`config.mk`:
```
export PLATFORM = sky130hd
export DESIGN_NAME = pulse_moving_average_clamp
export DESIGN_NICKNAME = d
export VERILOG_FILES = /design/src/hw/rtl/pmac_pkg.sv /design/src/hw/rtl/pmac_ctrl.sv /design/src/hw/rtl/pmac_datapath.sv /design/src/hw/rtl/pulse_moving_average_clamp.sv
export SDC_FILE = /design/constraint.sdc
export NUM_CORES = 1
export LEC_CHECK = 0
export BUFFER_PORTS_ARGS = -buffer_cell sky130_fd_sc_hd__buf_4
export CAP_MARGIN = 10
export CORE_ASPECT_RATIO = 1.2
export CORE_UTILIZATION = 65
export CTS_CLUSTER_DIAMETER = 80
export DETAILED_ROUTE_END_ITERATION = 7
export GPL_TIMING_DRIVEN = 0
export PLACE_DENSITY_LB_ADDON = 0.05
export SYNTH_ARGS = -nofsm -noshare
export SYNTH_HDL_FRONTEND = slang
export SYNTH_SLANG_ARGS = --single-unit
```
`constraint.sdc`:
```
create_clock -name clk_i -period 8.4 [get_ports clk_i]
set_input_delay 2.52 -clock clk_i [delete_from_list [all_inputs] [get_ports clk_i]]
set_output_delay 2.52 -clock clk_i [all_outputs]
set_load 0.03 [all_outputs]
```
`src/hw/rtl/pmac_pkg.sv`:
```
// ----------------------------------------------------------------------------
// pmac_pkg
// Shared types, constants and control structs for the pulse moving average
// and clamp block.
// ----------------------------------------------------------------------------
package pmac_pkg;

  // field and storage widths
  localparam int PW_W       = 15;
  localparam int LEN_W      = 5;
  localparam int MAX_WINDOW = 16;
  localparam int WIN_AW     = $clog2(MAX_WINDOW);
  localparam int SUM_W      = 19;
  localparam int CNT_W      = $clog2(SUM_W);
  localparam int CFG_IDX_W  = 2;

  // constants
  localparam logic [PW_W-1:0]  PULSE_TIMEOUT = 15'd25000;
  localparam logic [PW_W-1:0]  LOW_RST       = 15'd1000;
  localparam logic [PW_W-1:0]  HIGH_RST      = 15'd2000;
  localparam logic [LEN_W-1:0] LEN_RST       = 5'd10;
  localparam logic [LEN_W-1:0] LEN_MAX       = LEN_W'(MAX_WINDOW);

  // configuration register indexes
  typedef enum logic [CFG_IDX_W-1:0] {
    CFG_LOW_LIMIT     = 2'd0,
    CFG_HIGH_LIMIT    = 2'd1,
    CFG_WINDOW_LENGTH = 2'd2
  } cfg_idx_e;

  // input beat
  typedef struct packed {
    logic            func;
    logic [PW_W-1:0] pulse_width;
  } in_t;

  // output beat
  typedef struct packed {
    logic [PW_W-1:0] filtered_value;
    logic [PW_W-1:0] range_low;
    logic [PW_W-1:0] range_high;
  } out_t;

  // controller to datapath
  typedef struct packed {
    logic capture;   // take the input beat
    logic update;    // window write, sum update, divider load
    logic div_step;  // one quotient bit
    logic load_out;  // clamp and fill the output register
  } cmd_t;

  // datapath to controller
  typedef struct packed {
    logic calibrate; // func of the beat on the input
  } sts_t;

endpackage

```
`src/hw/rtl/pmac_ctrl.sv`:
```
// ----------------------------------------------------------------------------
// pmac_ctrl
// Sequencer: accepts a beat, steps the window update and the serial
// divider, and hands the result to the output register.
// ----------------------------------------------------------------------------
module pmac_ctrl import pmac_pkg::*; (
  input  logic clk_i,
  input  logic rst_ni,
  input  logic in_valid_i,
  output logic in_stall_o,
  output logic out_valid_o,
  input  logic out_stall_i,
  output logic cfg_ready_o,
  input  sts_t sts_i,
  output cmd_t cmd_o
);

  typedef enum logic [1:0] {
    ST_IDLE,
    ST_UPDATE,
    ST_DIVIDE,
    ST_DONE
  } state_e;

  state_e           state_q, state_d;
  logic [CNT_W-1:0] cnt_q, cnt_d;
  logic             out_valid_q, out_valid_d;
  logic             out_free;

  // output register may be refilled when empty or drained this cycle
  assign out_free = !out_valid_q || !out_stall_i;

  // commands
  always_comb begin
    cmd_o          = '0;
    cmd_o.capture  = (state_q == ST_IDLE) && in_valid_i;
    cmd_o.update   = (state_q == ST_UPDATE);
    cmd_o.div_step = (state_q == ST_DIVIDE);
    cmd_o.load_out = (state_q == ST_DONE) && out_free;
  end

  // next state
  always_comb begin
    state_d     = state_q;
    cnt_d       = cnt_q;
    out_valid_d = out_valid_q;
    if (out_valid_q && !out_stall_i) begin
      out_valid_d = 1'b0;
    end
    case (state_q)
      ST_IDLE: begin
        if (in_valid_i) begin
          state_d = sts_i.calibrate ? ST_DONE : ST_UPDATE;
        end
      end
      ST_UPDATE: begin
        cnt_d   = '0;
        state_d = ST_DIVIDE;
      end
      ST_DIVIDE: begin
        cnt_d = cnt_q + 1'b1;
        if (cnt_q == CNT_W'(SUM_W - 1)) begin
          state_d = ST_DONE;
        end
      end
      ST_DONE: begin
        if (out_free) begin
          out_valid_d = 1'b1;
          state_d     = ST_IDLE;
        end
      end
      default: state_d = ST_IDLE;
    endcase
  end

  // state and registered outputs
  always_ff @(posedge clk_i or negedge rst_ni) begin
    if (!rst_ni) begin
      state_q     <= ST_IDLE;
      cnt_q       <= '0;
      out_valid_q <= 1'b0;
    end else begin
      state_q     <= state_d;
      cnt_q       <= cnt_d;
      out_valid_q <= out_valid_d;
    end
  end

  assign in_stall_o  = (state_q != ST_IDLE);
  // an offered input beat takes the edge, so a write never lands with one
  assign cfg_ready_o = (state_q == ST_IDLE) && !in_valid_i;
  assign out_valid_o = out_valid_q;

endmodule

```
`src/hw/rtl/pmac_datapath.sv`:
```
// ----------------------------------------------------------------------------
// pmac_datapath
// Sample window, running sum, restoring divider, limit tracking,
// configuration registers and the output register.
// ----------------------------------------------------------------------------
module pmac_datapath import pmac_pkg::*; (
  input  logic                 clk_i,
  input  logic                 rst_ni,
  input  in_t                  in_data_i,
  output out_t                 out_data_o,
  input  logic                 cfg_we_i,
  input  logic [CFG_IDX_W-1:0] cfg_index_i,
  input  logic [PW_W-1:0]      cfg_data_i,
  input  cmd_t                 cmd_i,
  output sts_t                 sts_o
);

  // configuration and tracked state
  logic [PW_W-1:0]  low_lim_q, high_lim_q;
  logic [LEN_W-1:0] len_q;
  logic [PW_W-1:0]  trk_low_q, trk_high_q;
  logic [PW_W-1:0]  last_q;

  // window
  logic [PW_W-1:0]       win_q [MAX_WINDOW];
  logic [MAX_WINDOW-1:0] win_vld_q;
  logic [SUM_W-1:0]      sum_q;
  logic [WIN_AW-1:0]     pos_q;

  // item and divider
  logic             func_q;
  logic [PW_W-1:0]  pw_q;
  logic [SUM_W-1:0] quo_q;
  logic [LEN_W-1:0] rem_q;
  out_t             out_q;

  logic [PW_W-1:0]   pw_in;
  logic              win_clr;
  logic [WIN_AW-1:0] pos_eff;
  logic [LEN_W-1:0]  pos_inc;
  logic [WIN_AW-1:0] pos_nxt;
  logic [PW_W-1:0]   old_val;
  logic [SUM_W-1:0]  sum_new;
  logic [LEN_W:0]    rem_sh;
  logic              rem_ge;
  logic [PW_W-1:0]   clamped;
  logic [LEN_W-1:0]  len_wr;

  assign sts_o.calibrate = in_data_i.func;

  // over-range pulse counts as a timeout
  assign pw_in = (in_data_i.pulse_width > PULSE_TIMEOUT) ? '0 : in_data_i.pulse_width;

  // configuration decode and window clear
  always_comb begin
    win_clr = 1'b0;
    len_wr  = (cfg_data_i[LEN_W-1:0] > LEN_MAX) ? LEN_MAX : cfg_data_i[LEN_W-1:0];
    if (cfg_we_i) begin
      case (cfg_idx_e'(cfg_index_i))
        CFG_LOW_LIMIT:     win_clr = (cfg_data_i < high_lim_q);
        CFG_HIGH_LIMIT:    win_clr = (low_lim_q < cfg_data_i);
        CFG_WINDOW_LENGTH: win_clr = (cfg_data_i[LEN_W-1:0] != '0);
        default:           win_clr = 1'b0;
      endcase
    end
  end

  always_ff @(posedge clk_i or negedge rst_ni) begin
    if (!rst_ni) begin
      low_lim_q  <= LOW_RST;
      high_lim_q <= HIGH_RST;
      len_q      <= LEN_RST;
    end else if (cfg_we_i) begin
      case (cfg_idx_e'(cfg_index_i))
        CFG_LOW_LIMIT:  low_lim_q  <= cfg_data_i;
        CFG_HIGH_LIMIT: high_lim_q <= cfg_data_i;
        CFG_WINDOW_LENGTH: begin
          if (win_clr) begin
            len_q <= len_wr;
          end
        end
        default: ;
      endcase
    end
  end

  // tracked limits: reload on a valid limit write, widen on calibrate
  always_ff @(posedge clk_i or negedge rst_ni) begin
    if (!rst_ni) begin
      trk_low_q  <= LOW_RST;
      trk_high_q <= HIGH_RST;
    end else if (win_clr && cfg_idx_e'(cfg_index_i) == CFG_LOW_LIMIT) begin
      trk_low_q  <= cfg_data_i;
      trk_high_q <= high_lim_q;
    end else if (win_clr && cfg_idx_e'(cfg_index_i) == CFG_HIGH_LIMIT) begin
      trk_low_q  <= low_lim_q;
      trk_high_q <= cfg_data_i;
    end else if (cmd_i.capture && in_data_i.func) begin
      if (pw_in < trk_low_q) begin
        trk_low_q <= pw_in;
      end
      if (pw_in > trk_high_q) begin
        trk_high_q <= pw_in;
      end
    end
  end

  // window slot, evicted value and new sum
  always_comb begin
    pos_eff = ({1'b0, pos_q} >= len_q) ? '0 : pos_q;
    pos_inc = {1'b0, pos_eff} + 1'b1;
    pos_nxt = (pos_inc >= len_q) ? '0 : pos_inc[WIN_AW-1:0];
    old_val = win_vld_q[pos_eff] ? win_q[pos_eff] : '0;
    sum_new = sum_q - SUM_W'(old_val) + SUM_W'(pw_q);
  end

  // window control state
  always_ff @(posedge clk_i or negedge rst_ni) begin
    if (!rst_ni) begin
      win_vld_q <= '0;
      sum_q     <= '0;
      pos_q     <= '0;
    end else if (win_clr) begin
      win_vld_q <= '0;
      sum_q     <= '0;
      pos_q     <= '0;
    end else if (cmd_i.update) begin
      win_vld_q[pos_eff] <= 1'b1;
      sum_q              <= sum_new;
      pos_q              <= pos_nxt;
    end
  end

  // window entries
  always_ff @(posedge clk_i) begin
    if (cmd_i.update) begin
      win_q[pos_eff] <= pw_q;
    end
  end

  // restoring divider step
  always_comb begin
    rem_sh = {rem_q, quo_q[SUM_W-1]};
    rem_ge = (rem_sh >= {1'b0, len_q});
  end

  // item capture and divider
  always_ff @(posedge clk_i) begin
    if (cmd_i.capture) begin
      func_q <= in_data_i.func;
      pw_q   <= pw_in;
    end
    if (cmd_i.update) begin
      quo_q <= sum_new;
      rem_q <= '0;
    end else if (cmd_i.div_step) begin
      quo_q <= {quo_q[SUM_W-2:0], rem_ge};
      rem_q <= rem_ge ? LEN_W'(rem_sh - {1'b0, len_q}) : rem_sh[LEN_W-1:0];
    end
  end

  // clamp to the tracked limits
  always_comb begin
    if (quo_q < SUM_W'(trk_low_q)) begin
      clamped = trk_low_q;
    end else if (quo_q > SUM_W'(trk_high_q)) begin
      clamped = trk_high_q;
    end else begin
      clamped = quo_q[PW_W-1:0];
    end
  end

  // last filtered value
  always_ff @(posedge clk_i or negedge rst_ni) begin
    if (!rst_ni) begin
      last_q <= '0;
    end else if (cmd_i.load_out && !func_q) begin
      last_q <= clamped;
    end
  end

  // output register
  always_ff @(posedge clk_i) begin
    if (cmd_i.load_out) begin
      out_q.filtered_value <= func_q ? last_q : clamped;
      out_q.range_low      <= trk_low_q;
      out_q.range_high     <= trk_high_q;
    end
  end

  assign out_data_o = out_q;

endmodule

```
`src/hw/rtl/pulse_moving_average_clamp.sv`:
```
// ----------------------------------------------------------------------------
// pulse_moving_average_clamp
// Moving average of pulse widths over a configurable window, clamped to
// tracked limits that calibrate beats widen.
// ----------------------------------------------------------------------------
// A filter beat steps from the accepting state through a window and running
// sum update, the bit-serial divider (one quotient bit per cycle over the
// 19-bit sum), and a final state that clamps and loads the output register;
// its result is valid once that load is registered. A calibrate beat goes
// from the accepting state straight to the final load state. The next beat
// is accepted once the result sits in the output register, even while that
// result is still stalled; a result waits for the output register to drain
// before it is loaded, which holds the block in the final state. Writes to
// the configuration are taken whenever no beat is in progress and none is
// offered on the input.
module pulse_moving_average_clamp import pmac_pkg::*; (
  input  logic                 clk_i,
  input  logic                 rst_ni,
  input  logic                 in_valid_i,
  output logic                 in_stall_o,
  input  in_t                  in_data_i,
  output logic                 out_valid_o,
  input  logic                 out_stall_i,
  output out_t                 out_data_o,
  input  logic                 cfg_valid_i,
  output logic                 cfg_ready_o,
  input  logic [CFG_IDX_W-1:0] cfg_index_i,
  input  logic [PW_W-1:0]      cfg_data_i
);

  cmd_t cmd;
  sts_t sts;
  logic cfg_we;

  assign cfg_we = cfg_valid_i && cfg_ready_o;

  // sequencer
  pmac_ctrl u_ctrl (
    .clk_i       (clk_i),
    .rst_ni      (rst_ni),
    .in_valid_i  (in_valid_i),
    .in_stall_o  (in_stall_o),
    .out_valid_o (out_valid_o),
    .out_stall_i (out_stall_i),
    .cfg_ready_o (cfg_ready_o),
    .sts_i       (sts),
    .cmd_o       (cmd)
  );

  // datapath
  pmac_datapath u_dp (
    .clk_i       (clk_i),
    .rst_ni      (rst_ni),
    .in_data_i   (in_data_i),
    .out_data_o  (out_data_o),
    .cfg_we_i    (cfg_we),
    .cfg_index_i (cfg_index_i),
    .cfg_data_i  (cfg_data_i),
    .cmd_i       (cmd),
    .sts_o       (sts)
  );

endmodule

```
==> key figures, run 1 <==
Global route
  – Overall routing resource usage: 35.8%
  – First-pass GRT wire length: 92.6 mm
  – Largest net degree at the start of global routing: 92
  – Congestion Overflow GR: 0
  – Vias in the first global route: about 16000
  – Initial antenna violation count: 0

Setup path
  – Critical Path Stages: 23
  – Crit start category: flop
  – Critical-path maximum fanout: 10
  – CP Cell Sequence: inv_1 -> ha_1 -> nand2_1 -> o21ai_2 -> a21o_4 -> a21oi_2 -> inv_2 -> clkbuf_1 -> clkbuf_1 -> nand3_1 -> o2111a_1 -> a2111oi_2 -> fa_1 -> inv_1 -> ha_1 -> a211oi_1 -> o21ai_0 -> a31oi_1 -> o21ai_1 -> a221oi_1 -> xnor2_1 -> nand2_1 -> o21ai_0
  – CP arrival: between 7000 and 8000 ps
  – Slowest cell on the critical path: clkbuf_1
  – Setup CP Type: reg2reg
  – WP buf/inv: 5
  – Crit end category: flop
  – CP required: roughly 8700 ps
  – Largest stage delay on the critical path: approximately 700 ps
  – Register-to-Register Path Depth: 23
  – Top delay family on crit path: compound AO/OA/AOI/OAI gates

Detailed routing
  – Via-to-Cell Ratio: 6.31
  – Via count: between 15000 and 20000
  – Remaining DRCs: 0
  – DRT Pass-1 Iters: 5
  – DRT iter0 DRCs: approximately 1600
  – Per-cell routed wire length: approximately 24 microns
  – WL final: approximately 61 mm
  – Post-DRT Antenna Nets: 0

Timing
  – WHS: around 450 ps
  – Fin. Hold Viols: 0
  – RSZ-0062 raised after global routing: no
  – Worst Tran Pin Value: around 1300 ps
  – Tcrit/Tclk final: between 80% and 90%
  – Fin Setup TNS: 0 ps
  – Skew final: 16.3 ps
  – Max-slew violations: 0
  – Final period demand of the worst path: 6790 ps
  – F_max: 147 MHz
  – Final number of setup-violating endpoints: 0
  – Worst slew margin: around an eighth

Power
  – NetSw: approximately 4.2 mW
  – Design internal power: 6.05 mW
  – Sequential share of power: about a third
  – Pwr/cell area: approximately 400 nW/um^2
  – Logic pwr share: 47.3%
  – Total power: between 10 and 15 mW
  – Switching part of the total: 40.9%
  – Leak: just over 10 nW
  – Clock share of power: approximately a fifth
  – Worst IR drop on VDD: 0.232 mV

Synth
  – Post-synthesis average cell area: between 10 and 15 sq um
  – Main area contributors after synthesis: edfxtp_1 (43%), dfrtp_1 (11%), ha_1 (7.2%)
  – Post-synth ARST share: 28.1%
  – Cells after Synth: about 1900
  – EDFF count, synth: 320
  – Yosys warns: 0
  – Synth unique cells: 80
  – Register area share after synthesis: roughly 57%
  – Leading area contributor after synthesis: edfxtp_1
  – Register bit total from synthesis: approximately 450
  – Synthesized Nets: a little over 2000
  – Top FF cell, synth: edfxtp_1
  – Post-synthesis cell area: around 22000 sq um
  – Top cell type's share of synthesized area: 42.8%

Layout
  – Share of post-route cells with drive strength above 1: 15.0%
  – Register area: between 10000 and 15000 sq um
  – P&R area growth vs syn: 13.4%
  – Commonest non-fill, non-tap cells in the layout: edfxtp_1 (320), inv_1 (171), nand2_1 (156)
  – Multi-input logic area: ~8600 sq um
  – Diodes inserted: 0
  – Commonest non-fill, non-tap cell in the layout: edfxtp_1
  – Fin util: about three quarters
  – Fill cells: roughly 2300
  – Finished Cell Area: 25500 sq um
  – Final nets: 2203

Die
  – Die width: between 150 and 200 microns
  – Standard-cell rows: 74
  – Die ar.: ~35000 sq um
  – Core area: between 30000 and 40000 sq um
  – Initial Util: between 60% and 70%
  – Io pins: 86
  – Height of the die: slightly above 200 microns

Clock tree
  – Clk slew on worst S/H paths: 70 ps
  – Cts hold-fix bufs: 0
  – Post-CTS Resized: 0
  – Num CTS Buffers: 43
  – Postcts setup bufs: 0
  – # clock sinks: between 400 and 500
  – Root Buffer: clkbuf_16
  – H-tree depth: 2
  – CTS tree: yes
  – Clk buf depth: 3
  – Clk_lat worst skew: approximately 570 ps

Min path
  – Hold path depth: 0
  – Hold Crit Class: reg2reg

Placed design
  – Post-DP HPWL: approximately 44 mm
  – Placer Congestion: ~0.90
  – Dpl cell area: 24100 sq um
  – Port bufs: 85

Status
  – Status: complete, no violations

Run
  – Max Cap Viol: 0
[final timing paths]
kind,startpoint,to,slack (ps)
max,u_dp.len_q[1],u_dp.quo_q[17],1610
min,u_dp.trk_high_q[3],u_dp.out_data_o[3],450
max reg2reg,u_dp.len_q[1],u_dp.quo_q[17],1610
min reg2reg,u_dp.trk_high_q[3],u_dp.out_data_o[3],450
max in group asynchronous,rst_ni,u_dp.trk_low_q[9],5720
min in group asynchronous,rst_ni,u_dp.high_lim_q[0],1850
[per-stage QoR]
stage               std cells  worst slack (ps)
detailed placement       2430              1760
CTS                      2510              1710
global placement         2412              1930
finish                   2510              1610
global route             2510              1280
floorplan                1871              2830
[synthesized netlist by cell type, drive strengths merged (11+ instances only)]
cell / instances
o22a: 12
dfrtp: 101
mux2: 41
a21o: 20
and2: 14
nand2b: 11
edfxtp: 320
ha: 130
o21ai: 126
buf: 33
a221oi: 25
a21oi: 107
a22o: 18
a2111oi: 20
nor2: 127
xnor2: 14
nor2b: 19
dfstp: 26
clkbuf: 46
inv: 173
o21a: 13
mux2i: 108
nor3: 13
nand2: 157
a211oi: 13
nand3: 44
o2111a: 12
fa: 16
[power by group through the flow]
stage	clock (mW)	sequential, mW	combinational, mW
after floorplan	0	3.47	3.31
after global placement	0	3.43	4.55
after detailed placement	0	3.44	4.76
after CTS	1.98	3.40	4.81
after global routing	2.06	3.46	5.36
final	1.97	3.42	4.84
[state kept, by name, indices dropped and copies added (netlist names), 5 cells and up]
| signal | flops |
|---|---|
| u_dp.high_lim_q | 15 |
| u_dp.pw_q | 15 |
| u_dp.last_q | 15 |
| u_dp.win_q | 240 |
| u_dp.sum_q | 19 |
| u_dp.out_data_o | 45 |
| u_dp.trk_high_q | 15 |
| u_dp.win_vld_q | 16 |
| u_dp.low_lim_q | 15 |
| u_dp.len_q | 5 |
| u_dp.rem_q | 5 |
| u_ctrl.cnt_q | 5 |
| u_dp.trk_low_q | 15 |
| u_dp.quo_q | 19 |
[logic make-up (layout without fill, tap and decap cells)]
group / Yosys count / count (layout) / synth area share [%]
multiplexers: 149 / 149 / 6.87
buffers and inverters: 253 / 436 / 4.64
XOR/XNOR: 17 / 17 / 0.663
flip-flops: 452 / 452 / 57.5
AO/OA/AOI/OAI: 445 / 445 / 13.6
adder cells (fa/ha/maj): 146 / 146 / 8.66
AND/OR/NAND/NOR: 409 / 409 / 8.12
[routing by layer]
metal / vias to the layer above / wire (microns) / global-route usage, %
met4: 0 / 5100 / 27.1
met5: - / 0 / 0
met2: 733 / 29800 / 60.6
met1: 7725 / 21900 / 41.2
met3: 239 / 4000 / 4.98
li1: 7144 / - / -
[cell type report]
class / count / area share, %
buffer: 79 / 1.52
tap: 456 / 2.24
inverter: 174 / 2.57
clock inverter: 19 / 0.820
timing repair buffer: 103 / 3.85
multi-input combinational: 1166 / 33.6
sequential: 452 / 50.7
clock buffer: 61 / 4.76
Power figures use the tool's default switching activity.
==> inputs of run 2 (changes only) <==
--- a/config.mk
+++ b/config.mk
@@ -8,7 +8,7 @@
 export BUFFER_PORTS_ARGS = -buffer_cell sky130_fd_sc_hd__buf_4
 export CAP_MARGIN = 10
 export CORE_ASPECT_RATIO = 1.2
-export CORE_UTILIZATION = 65
+export CORE_UTILIZATION = 56
 export CTS_CLUSTER_DIAMETER = 80
 export DETAILED_ROUTE_END_ITERATION = 7
 export GPL_TIMING_DRIVEN = 0
==> constraint.sdc (replaced) <==
create_clock -name clk_i -period 5.8 [get_ports clk_i]
set_input_delay 1.74 -clock clk_i [delete_from_list [all_inputs] [get_ports clk_i]]
set_output_delay 1.74 -clock clk_i [all_outputs]
set_load 0.03 [all_outputs]
==> run 2 against run 1 <==
- core utilization fell by 9.1 points
- clock skew up 4.2 ps
- critical path depth is 2 higher
==> key figures, run 2 (synthesis results as in run 1) <==
Timing
  – Final period demand of the worst path: 5620 ps (was 6790 ps)
  – Worst setup margin: 182 ps (was 1610 ps)
  – Tcrit/Tclk final: 96.9% (was 80.9%)
  – F_max: 178 MHz (was 147 MHz)
  – Worst slew margin: 35.0% (was 12.0%)
  – Final number of setup-violating endpoints: 0 (unchanged)
  – Skew final: 20.5 ps (was 16.3 ps)
  – WHS: 452 ps (was 450 ps)
  – Fin. Hold Viols: 0 (unchanged)
  – Fin Setup TNS: 0 ps (unchanged)
  – Worst Tran Pin Value: 971 ps (was 1310 ps)
  – Max-slew violations: 0 (unchanged)

Layout
  – Top reg by flops: u_dp.win_q (unchanged)
  – Max FFs per register: 240 (unchanged)
  – Fill cells: 3016 (was 2302)
  – Commonest non-fill, non-tap cell in the layout: edfxtp_1 (unchanged)
  – Register area: 12900 sq um (unchanged)
  – Share of post-route cells with drive strength above 1: 17.1% (was 15.0%)
  – Diodes inserted: 0 (unchanged)
  – Commonest non-fill, non-tap cells in the layout: edfxtp_1 (320), inv_1 (171), nand2_1 (156) (unchanged)
  – P&R area growth vs syn: 16.0% (was 13.4%)
  – Multi-input logic area: 8890 sq um (was 8550 sq um)
  – Final nets: 2215 (was 2203)

Clock tree
  – Cts hold-fix bufs: 0 (unchanged)
  – Clk_lat worst skew: 560 ps (was 570 ps)
  – Clk slew on worst S/H paths: 60 ps (was 70 ps)
  – H-tree depth: 2 (unchanged)
  – Root Buffer: clkbuf_16 (unchanged)
  – Num CTS Buffers: 44 (was 43)
  – CTS tree: yes (unchanged)
  – Clk buf depth: 3 (unchanged)
  – # clock sinks: 452 (unchanged)

Detailed routing
  – DRT Pass-1 Iters: 7 (was 5)
  – Post-DRT Antenna Nets: 0 (unchanged)
  – Remaining DRCs: 0 (unchanged)
  – Via count: 15432 (was 15841)
  – Per-cell routed wire length: 23.6 microns (was 24.3 microns)
  – WL final: 61.5 mm (was 60.9 mm)
  – Via-to-Cell Ratio: 5.94 (was 6.31)
  – DRT iter0 DRCs: 1012 (was 1579)

Setup path
  – R2r endpoint: u_dp.quo_q[17] (unchanged)
  – Setup CP Type: reg2reg (unchanged)
  – Crit start category: flop (unchanged)
  – Critical-path maximum fanout: 10 (unchanged)
  – Worst r2r src: u_dp.len_q[1] (unchanged)
  – Critical path launch point: u_dp.len_q[1] (unchanged)
  – Register-to-Register Path Depth: 25 (was 23)
  – Crit end category: flop (unchanged)
  – CP arrival: 5900 ps (was 7090 ps)
  – CP required: 6080 ps (was 8700 ps)
  – Reg2Reg Setup Slack: 180 ps (was 1610 ps)

Min path
  – Hold Crit Class: reg2reg (unchanged)
  – HP Start: u_dp.trk_high_q[5] (was u_dp.trk_high_q[3])
  – Hold EP: u_dp.out_data_o[5] (was u_dp.out_data_o[3])
  – Hold path depth: 0 (unchanged)

Global route
  – Initial antenna violation count: 0 (unchanged)
  – Largest net degree at the start of global routing: 96 (was 92)
  – First-pass GRT wire length: 92.6 mm (about the same)
  – Overall routing resource usage: 30.6% (was 35.8%)
  – Congestion Overflow GR: 0 (unchanged)
  – Vias in the first global route: 15816 (was 16183)

Placed design
  – Post-DP HPWL: 44.6 mm (was 44.3 mm)
  – Port bufs: 85 (unchanged)
  – Placer Congestion: 0.953 (was 0.902)
  – Setup WS pre-CTS: -749 ps (was 1760 ps)

Die
  – Core area: 39600 sq um (was 34100 sq um)
  – Initial Util: 56.7% (was 66.0%)
  – Standard-cell rows: 80 (was 74)
  – Height of the die: 221 microns (was 206 microns)
  – Die ar.: 40900 sq um (was 35300 sq um)
  – Io pins: 86 (unchanged)
  – Die width: 185 microns (was 172 microns)

Power
  – Worst IR drop on VDD: 0.358 mV (was 0.232 mV)
  – Leak: 10.4 nW (was 10.3 nW)
  – Pwr/cell area: 589 nW/um^2 (was 401 nW/um^2)

Run
  – Max Cap Viol: 0 (unchanged)

Status
  – Status: complete, no violations (unchanged)
run 2: how the worst max path moves through the flow:
stage / to / slack, ps / cells past startpoint
2_1_floorplan: u_dp.quo_q[18] / 610 / 25
3_3_place_gp: u_dp.quo_q[17] / -840 / 19
3_5_place_dp: u_dp.quo_q[17] / -750 / 23
4_1_cts: u_dp.quo_q[18] / 7 / 22
5_1_grt: u_dp.quo_q[17] / -60 / 26
6_report: u_dp.quo_q[17] / 180 / 25
run 2: worst max-delay path: stages (launching register included):
cell and delay, ps:
dfstp_2 560, inv_1 80, ha_1 280, nand2_1 60, o21ai_2 200, a21o_4 210
nand2_4 80, and2_4 190, buf_6 140, inv_4 100, nor2_8 40, buf_6 170
buf_8 170, a221oi_2 350, a22o_1 220, a2111oi_4 80, fa_1 500, inv_1 50
ha_1 280, or4_4 590, a31oi_4 220, o21ai_1 160, a221oi_2 330, xnor2_1 100
nand2_1 90, o21ai_0 90
run 2: per-layer routing:
layer / global-route usage (%) / wire [microns]
met1: 36.2 / 23700
met2: 53.4 / 30900
met3: 4.26 / 3080
met4: 16.3 / 3750
met5: 0 / 0
run 2: what timing repair did:
item,in CTS,in global routing
gates resized for setup,36,34
gates cloned,0,0
pin swaps,4,15
setup buffers,6,5
hold endpoints to repair,0,0
endpoints found under the setup margin,25,19
run 2: area by class of cell:
class | count | area share (%)
multi-input cells | 1166 | 34.1
repair buffers | 115 | 4.20
clock inverters | 22 | 0.927
inverters | 174 | 2.52
well taps | 533 | 2.56
clock buffers | 59 | 4.48
plain buffers | 78 | 1.61
flip-flops and latches | 452 | 49.6
run 2: stage by stage:
stage	utilization (%)	power [mW]	instances	instance area, sq um
finish	65.7	15.3	2599	26100
global route	65.7	16.3	2599	26100
floorplan	-	9.82	1871	22500
global placement	60.0	11.7	2489	23800
CTS	65.3	15.1	2595	25900
detailed placement	61.1	11.8	2508	24200
run 2: power breakdown:
group	total [mW]	internal (mW)	switching, mW
clock	2.86	1.64	1.22
combinational	7.53	3.04	4.48
sequential	4.96	4.42	0.532
==> inputs of run 3 (changes only) <==
--- a/config.mk
+++ b/config.mk
@@ -5,10 +5,10 @@
 export SDC_FILE = /design/constraint.sdc
 export NUM_CORES = 1
 export LEC_CHECK = 0
+export ABC_AREA = 1
 export BUFFER_PORTS_ARGS = -buffer_cell sky130_fd_sc_hd__buf_4
 export CAP_MARGIN = 10
-export CORE_ASPECT_RATIO = 1.2
-export CORE_UTILIZATION = 56
+export CORE_UTILIZATION = 57
 export CTS_CLUSTER_DIAMETER = 80
 export DETAILED_ROUTE_END_ITERATION = 7
 export GPL_TIMING_DRIVEN = 0
==> run 3 against run 2 <==
- non-clock buffer count rose by 6
- combinational power rose by 23%
- via count up 21%
- largest cell class unchanged
- synthesized cell count rose by 37%
- critical path depth increased by 1
- clock-buffer cell count shrank 3
- critical path type unchanged
- sequential share of layout area fell by 1.4 points
- design area up 2.9%
- setup slack better by 190 ps
==> key figures, run 3 <==
Detailed routing
  – Via-to-Cell Ratio: 5.69 (was 5.94)
  – Per-cell routed wire length: 21.3 microns (was 23.6 microns)
  – DRT iter0 DRCs: 1439 (was 1012)
  – WL final: 69.6 mm (was 61.5 mm)
  – Post-DRT Antenna Nets: 0 (unchanged)
  – Remaining DRCs: 0 (unchanged)
  – DRT Pass-1 Iters: 6 (was 7)
  – Via count: 18609 (was 15432)

Setup path
  – R2r endpoint: u_dp.quo_q[11] (was u_dp.quo_q[17])
  – CP required: 6130 ps (was 6080 ps)
  – CP arrival: 5760 ps (was 5900 ps)
  – Critical-path maximum fanout: 10 (unchanged)
  – Crit start category: flop (unchanged)
  – Register-to-Register Path Depth: 26 (was 25)
  – Reg2Reg Setup Slack: 370 ps (was 180 ps)
  – Setup CP Type: reg2reg (unchanged)
  – Crit end category: flop (unchanged)
  – Worst r2r src: u_dp.pos_q[0] (was u_dp.len_q[1])

Placed design
  – Placer Congestion: 0.939 (was 0.953)
  – Placed cells: 3182 (was 2508)
  – Port bufs: 85 (unchanged)
  – Dpl cell area: 25100 sq um (was 24200 sq um)
  – Post-DP HPWL: 51.0 mm (was 44.6 mm)

Synth
  – Post-synthesis average cell area: 9.18 sq um (was 12.0 sq um)
  – Post-synth top cells: nand2_1 (879), edfxtp_1 (320), inv_1 (297) (was edfxtp_1 (320), inv_1 (171), nand2_1 (156))
  – Synthesized Nets: 2738 (was 2055)
  – Top cell type's share of synthesized area: 41.0% (was 42.8%)
  – Cells after Synth: 2554 (was 1871)
  – Post-synthesis cell area: 23500 sq um (was 22500 sq um)
  – Main area contributors after synthesis: edfxtp_1 (41%), nand2_1 (14%), dfrtp_1 (11%) (was edfxtp_1 (43%), dfrtp_1 (11%), ha_1 (7.2%))
  – Synth unique cells: 48 (was 80)
  – Most common cell in the netlist: nand2_1 (was edfxtp_1)
  – Post-synth ARST share: 28.1% (unchanged)
  – Leading area contributor after synthesis: edfxtp_1 (unchanged)
  – Yosys warns: 0 (unchanged)
  – Register bit total from synthesis: 452 (unchanged)
  – Top FF cell, synth: edfxtp_1 (unchanged)
  – Register area share after synthesis: 55.1% (was 57.5%)
  – EDFF count, synth: 320 (unchanged)

Die
  – Core area: 40200 sq um (was 39600 sq um)
  – Height of the die: 205 microns (was 221 microns)
  – Initial Util: 58.4% (was 56.7%)
  – Die ar.: 42000 sq um (was 40900 sq um)
  – Die width: 205 microns (was 185 microns)
  – Io pins: 86 (unchanged)
  – Standard-cell rows: 73 (was 80)

Layout
  – Top reg by flops: u_dp.win_q (unchanged)
  – P&R area growth vs syn: 14.3% (was 16.0%)
  – Diodes inserted: 0 (unchanged)
  – Max FFs per register: 240 (unchanged)
  – Non-filler cells, final: 3273 (was 2599)
  – Commonest non-fill, non-tap cell in the layout: nand2_1 (was edfxtp_1)
  – Fill cells: 3192 (was 3016)
  – Final nets: 2892 (was 2215)
  – Commonest non-fill, non-tap cells in the layout: nand2_1 (879), edfxtp_1 (320), inv_1 (297) (was edfxtp_1 (320), inv_1 (171), nand2_1 (156))
  – Finished Cell Area: 26800 sq um (was 26100 sq um)
  – Share of post-route cells with drive strength above 1: 11.3% (was 17.1%)

Clock tree
  – Clk slew on worst S/H paths: 60 ps (about the same)
  – Clk buf depth: 3 (unchanged)
  – Num CTS Buffers: 49 (was 44)
  – Root Buffer: clkbuf_16 (unchanged)
  – Clk_lat worst skew: 590 ps (was 560 ps)
  – CTS tree: yes (unchanged)
  – # clock sinks: 452 (unchanged)
  – H-tree depth: 2 (unchanged)

Timing
  – Final period demand of the worst path: 5430 ps (was 5620 ps)
  – Skew final: 27.0 ps (was 20.5 ps)
  – Worst slew margin: 29.1% (was 35.0%)
  – Final number of setup-violating endpoints: 0 (unchanged)
  – Fin Setup TNS: 0 ps (unchanged)
  – F_max: 184 MHz (was 178 MHz)
  – Fin. Hold Viols: 0 (unchanged)
  – Worst Tran Pin Value: 1060 ps (was 971 ps)
  – WHS: 463 ps (was 452 ps)
  – RSZ-0062 raised after global routing: no
  – Max-slew violations: 0 (unchanged)
  – Tcrit/Tclk final: 93.6% (was 96.9%)

Power
  – Design internal power: 9.50 mW (was 9.11 mW)
  – Worst IR drop on VDD: 0.390 mV (was 0.358 mV)
  – Sequential share of power: 29.3% (was 32.3%)
  – Clock share of power: 18.3% (was 18.6%)
  – Logic pwr share: 52.4% (was 49.1%)
  – Pwr/cell area: 659 nW/um^2 (was 589 nW/um^2)
  – Leak: 12.4 nW (was 10.4 nW)
  – Total power: 17.7 mW (was 15.3 mW)
  – Switching part of the total: 46.2% (was 40.6%)
  – NetSw: 8.16 mW (was 6.23 mW)

Global route
  – Congestion Overflow GR: 0 (unchanged)
  – Initial antenna violation count: 0 (unchanged)
  – First-pass GRT wire length: 107 mm (was 92.6 mm)
  – Largest net degree at the start of global routing: 71 (was 96)
  – Most crowded layer after global routing: met2 (unchanged)
  – M3 GR Usage: 4.06% (was 4.26%)
  – Vias in the first global route: 18563 (was 15816)
  – Overall routing resource usage: 34.3% (was 30.6%)
  – M2 GR Usage: 58.5% (was 53.4%)
  – Routing usage on met1: 43.1% (was 36.2%)

Min path
  – HP Start: u_dp.rem_q[4] (was u_dp.trk_high_q[5])
  – Hold EP: u_dp.rem_q[4] (was u_dp.out_data_o[5])
  – Hold path depth: 2 (was 0)
  – Hold Crit Class: reg2reg (unchanged)

Run
  – Max Cap Viol: 0 (unchanged)

Status
  – Status: complete, no violations (unchanged)
run 3: changes by cell type after synthesis, sizes merged, moves of 23 or more:
cell / previous run / this run
a221oi: 25 / 2
inv: 173 / 306
mux2: 41 / 0
mux2i: 108 / 0
nand2: 157 / 887
nand3: 44 / 221
nor2: 127 / 103
o211ai: 9 / 43
run 3: worst max path at each step:
stage	start	cells past startpoint	endpoint
after CTS	u_dp.pos_q[0]	27	u_dp.quo_q[16]
after global placement	out_stall_i	7	u_dp.last_q[12]
after detailed placement	u_dp.pos_q[0]	27	u_dp.quo_q[16]
after floorplan	out_stall_i	6	u_dp.last_q[10]
final	u_dp.pos_q[0]	26	u_dp.quo_q[11]
after global routing	u_dp.pos_q[0]	30	u_dp.quo_q[16]
run 3: cell families (layout without fill, tap and decap cells):
| group | Yosys count | after routing | share of synthesized area, % |
|---|---|---|---|
| buffers and inverters | 403 | 597 | 7.02 |
| flip-flops | 452 | 452 | 55.1 |
| XOR/XNOR | 10 | 10 | 0.373 |
| AO/OA/AOI/OAI | 295 | 295 | 7.36 |
| adder cells (fa/ha/maj) | 146 | 146 | 8.30 |
| AND/OR/NAND/NOR | 1248 | 1248 | 21.9 |
run 3: cell type report:
cell class,instances,area [sq um],share of cell area [%]
well taps,525,657,2.45
repair buffers,103,955,3.56
clock buffers,56,1310,4.87
multi-input cells,1699,8950,33.4
plain buffers,96,497,1.85
flip-flops and latches,452,12900,48.2
clock inverters,35,364,1.36
inverters,307,1150,4.30
run 3: critical path, cell delays in order (launching register included):
cell	delay [ps]
dfrtp_1	350
buf_2	180
inv_1	300
ha_1	300
nand2_1	60
inv_1	40
nand4_1	110
nand2_4	120
nor2_4	140
inv_1	100
nor2_2	350
buf_2	360
nand2_1	130
nand2_1	70
inv_1	40
nand2_1	110
nor2_1	70
fa_1	490
inv_1	50
ha_1	360
nand3_1	100
nand3_1	130
a21oi_1	100
o21ai_0	480
a21oi_1	160
o21ai_0	380
nand2_1	90
run 3: metal layers:
layer	share of wire, %	up-vias
met5	0	-
met3	6.9	185
met2	49	801
met4	5.1	0
li1	-	8780
met1	39	8843
run 3: power groups by stage:
stage          registers [mW]  clock network, mW  logic, mW
6_report                 5.18               3.24       9.25
3_5_place_dp             5.21                  0       9.12
5_1_grt                  5.23               3.39       10.5
4_1_cts                  5.16               3.26       9.22
3_3_place_gp             5.21                  0       8.87
2_1_floorplan            5.08                  0       6.31
run 3: timing repair:
action	CTS	global route
hold buffers	0	0
setup endpoints to repair	0	19
hold endpoints to repair	0	0
setup buffers	0	0
gates resized for setup	0	6
run 3: stage by stage:
stage	utilization [%]	setup slack, ps
after floorplan	-	520
after global routing	66.7	24.6
after CTS	66.7	127
after global placement	61.6	-1360
final	66.7	370
after detailed placement	62.5	145
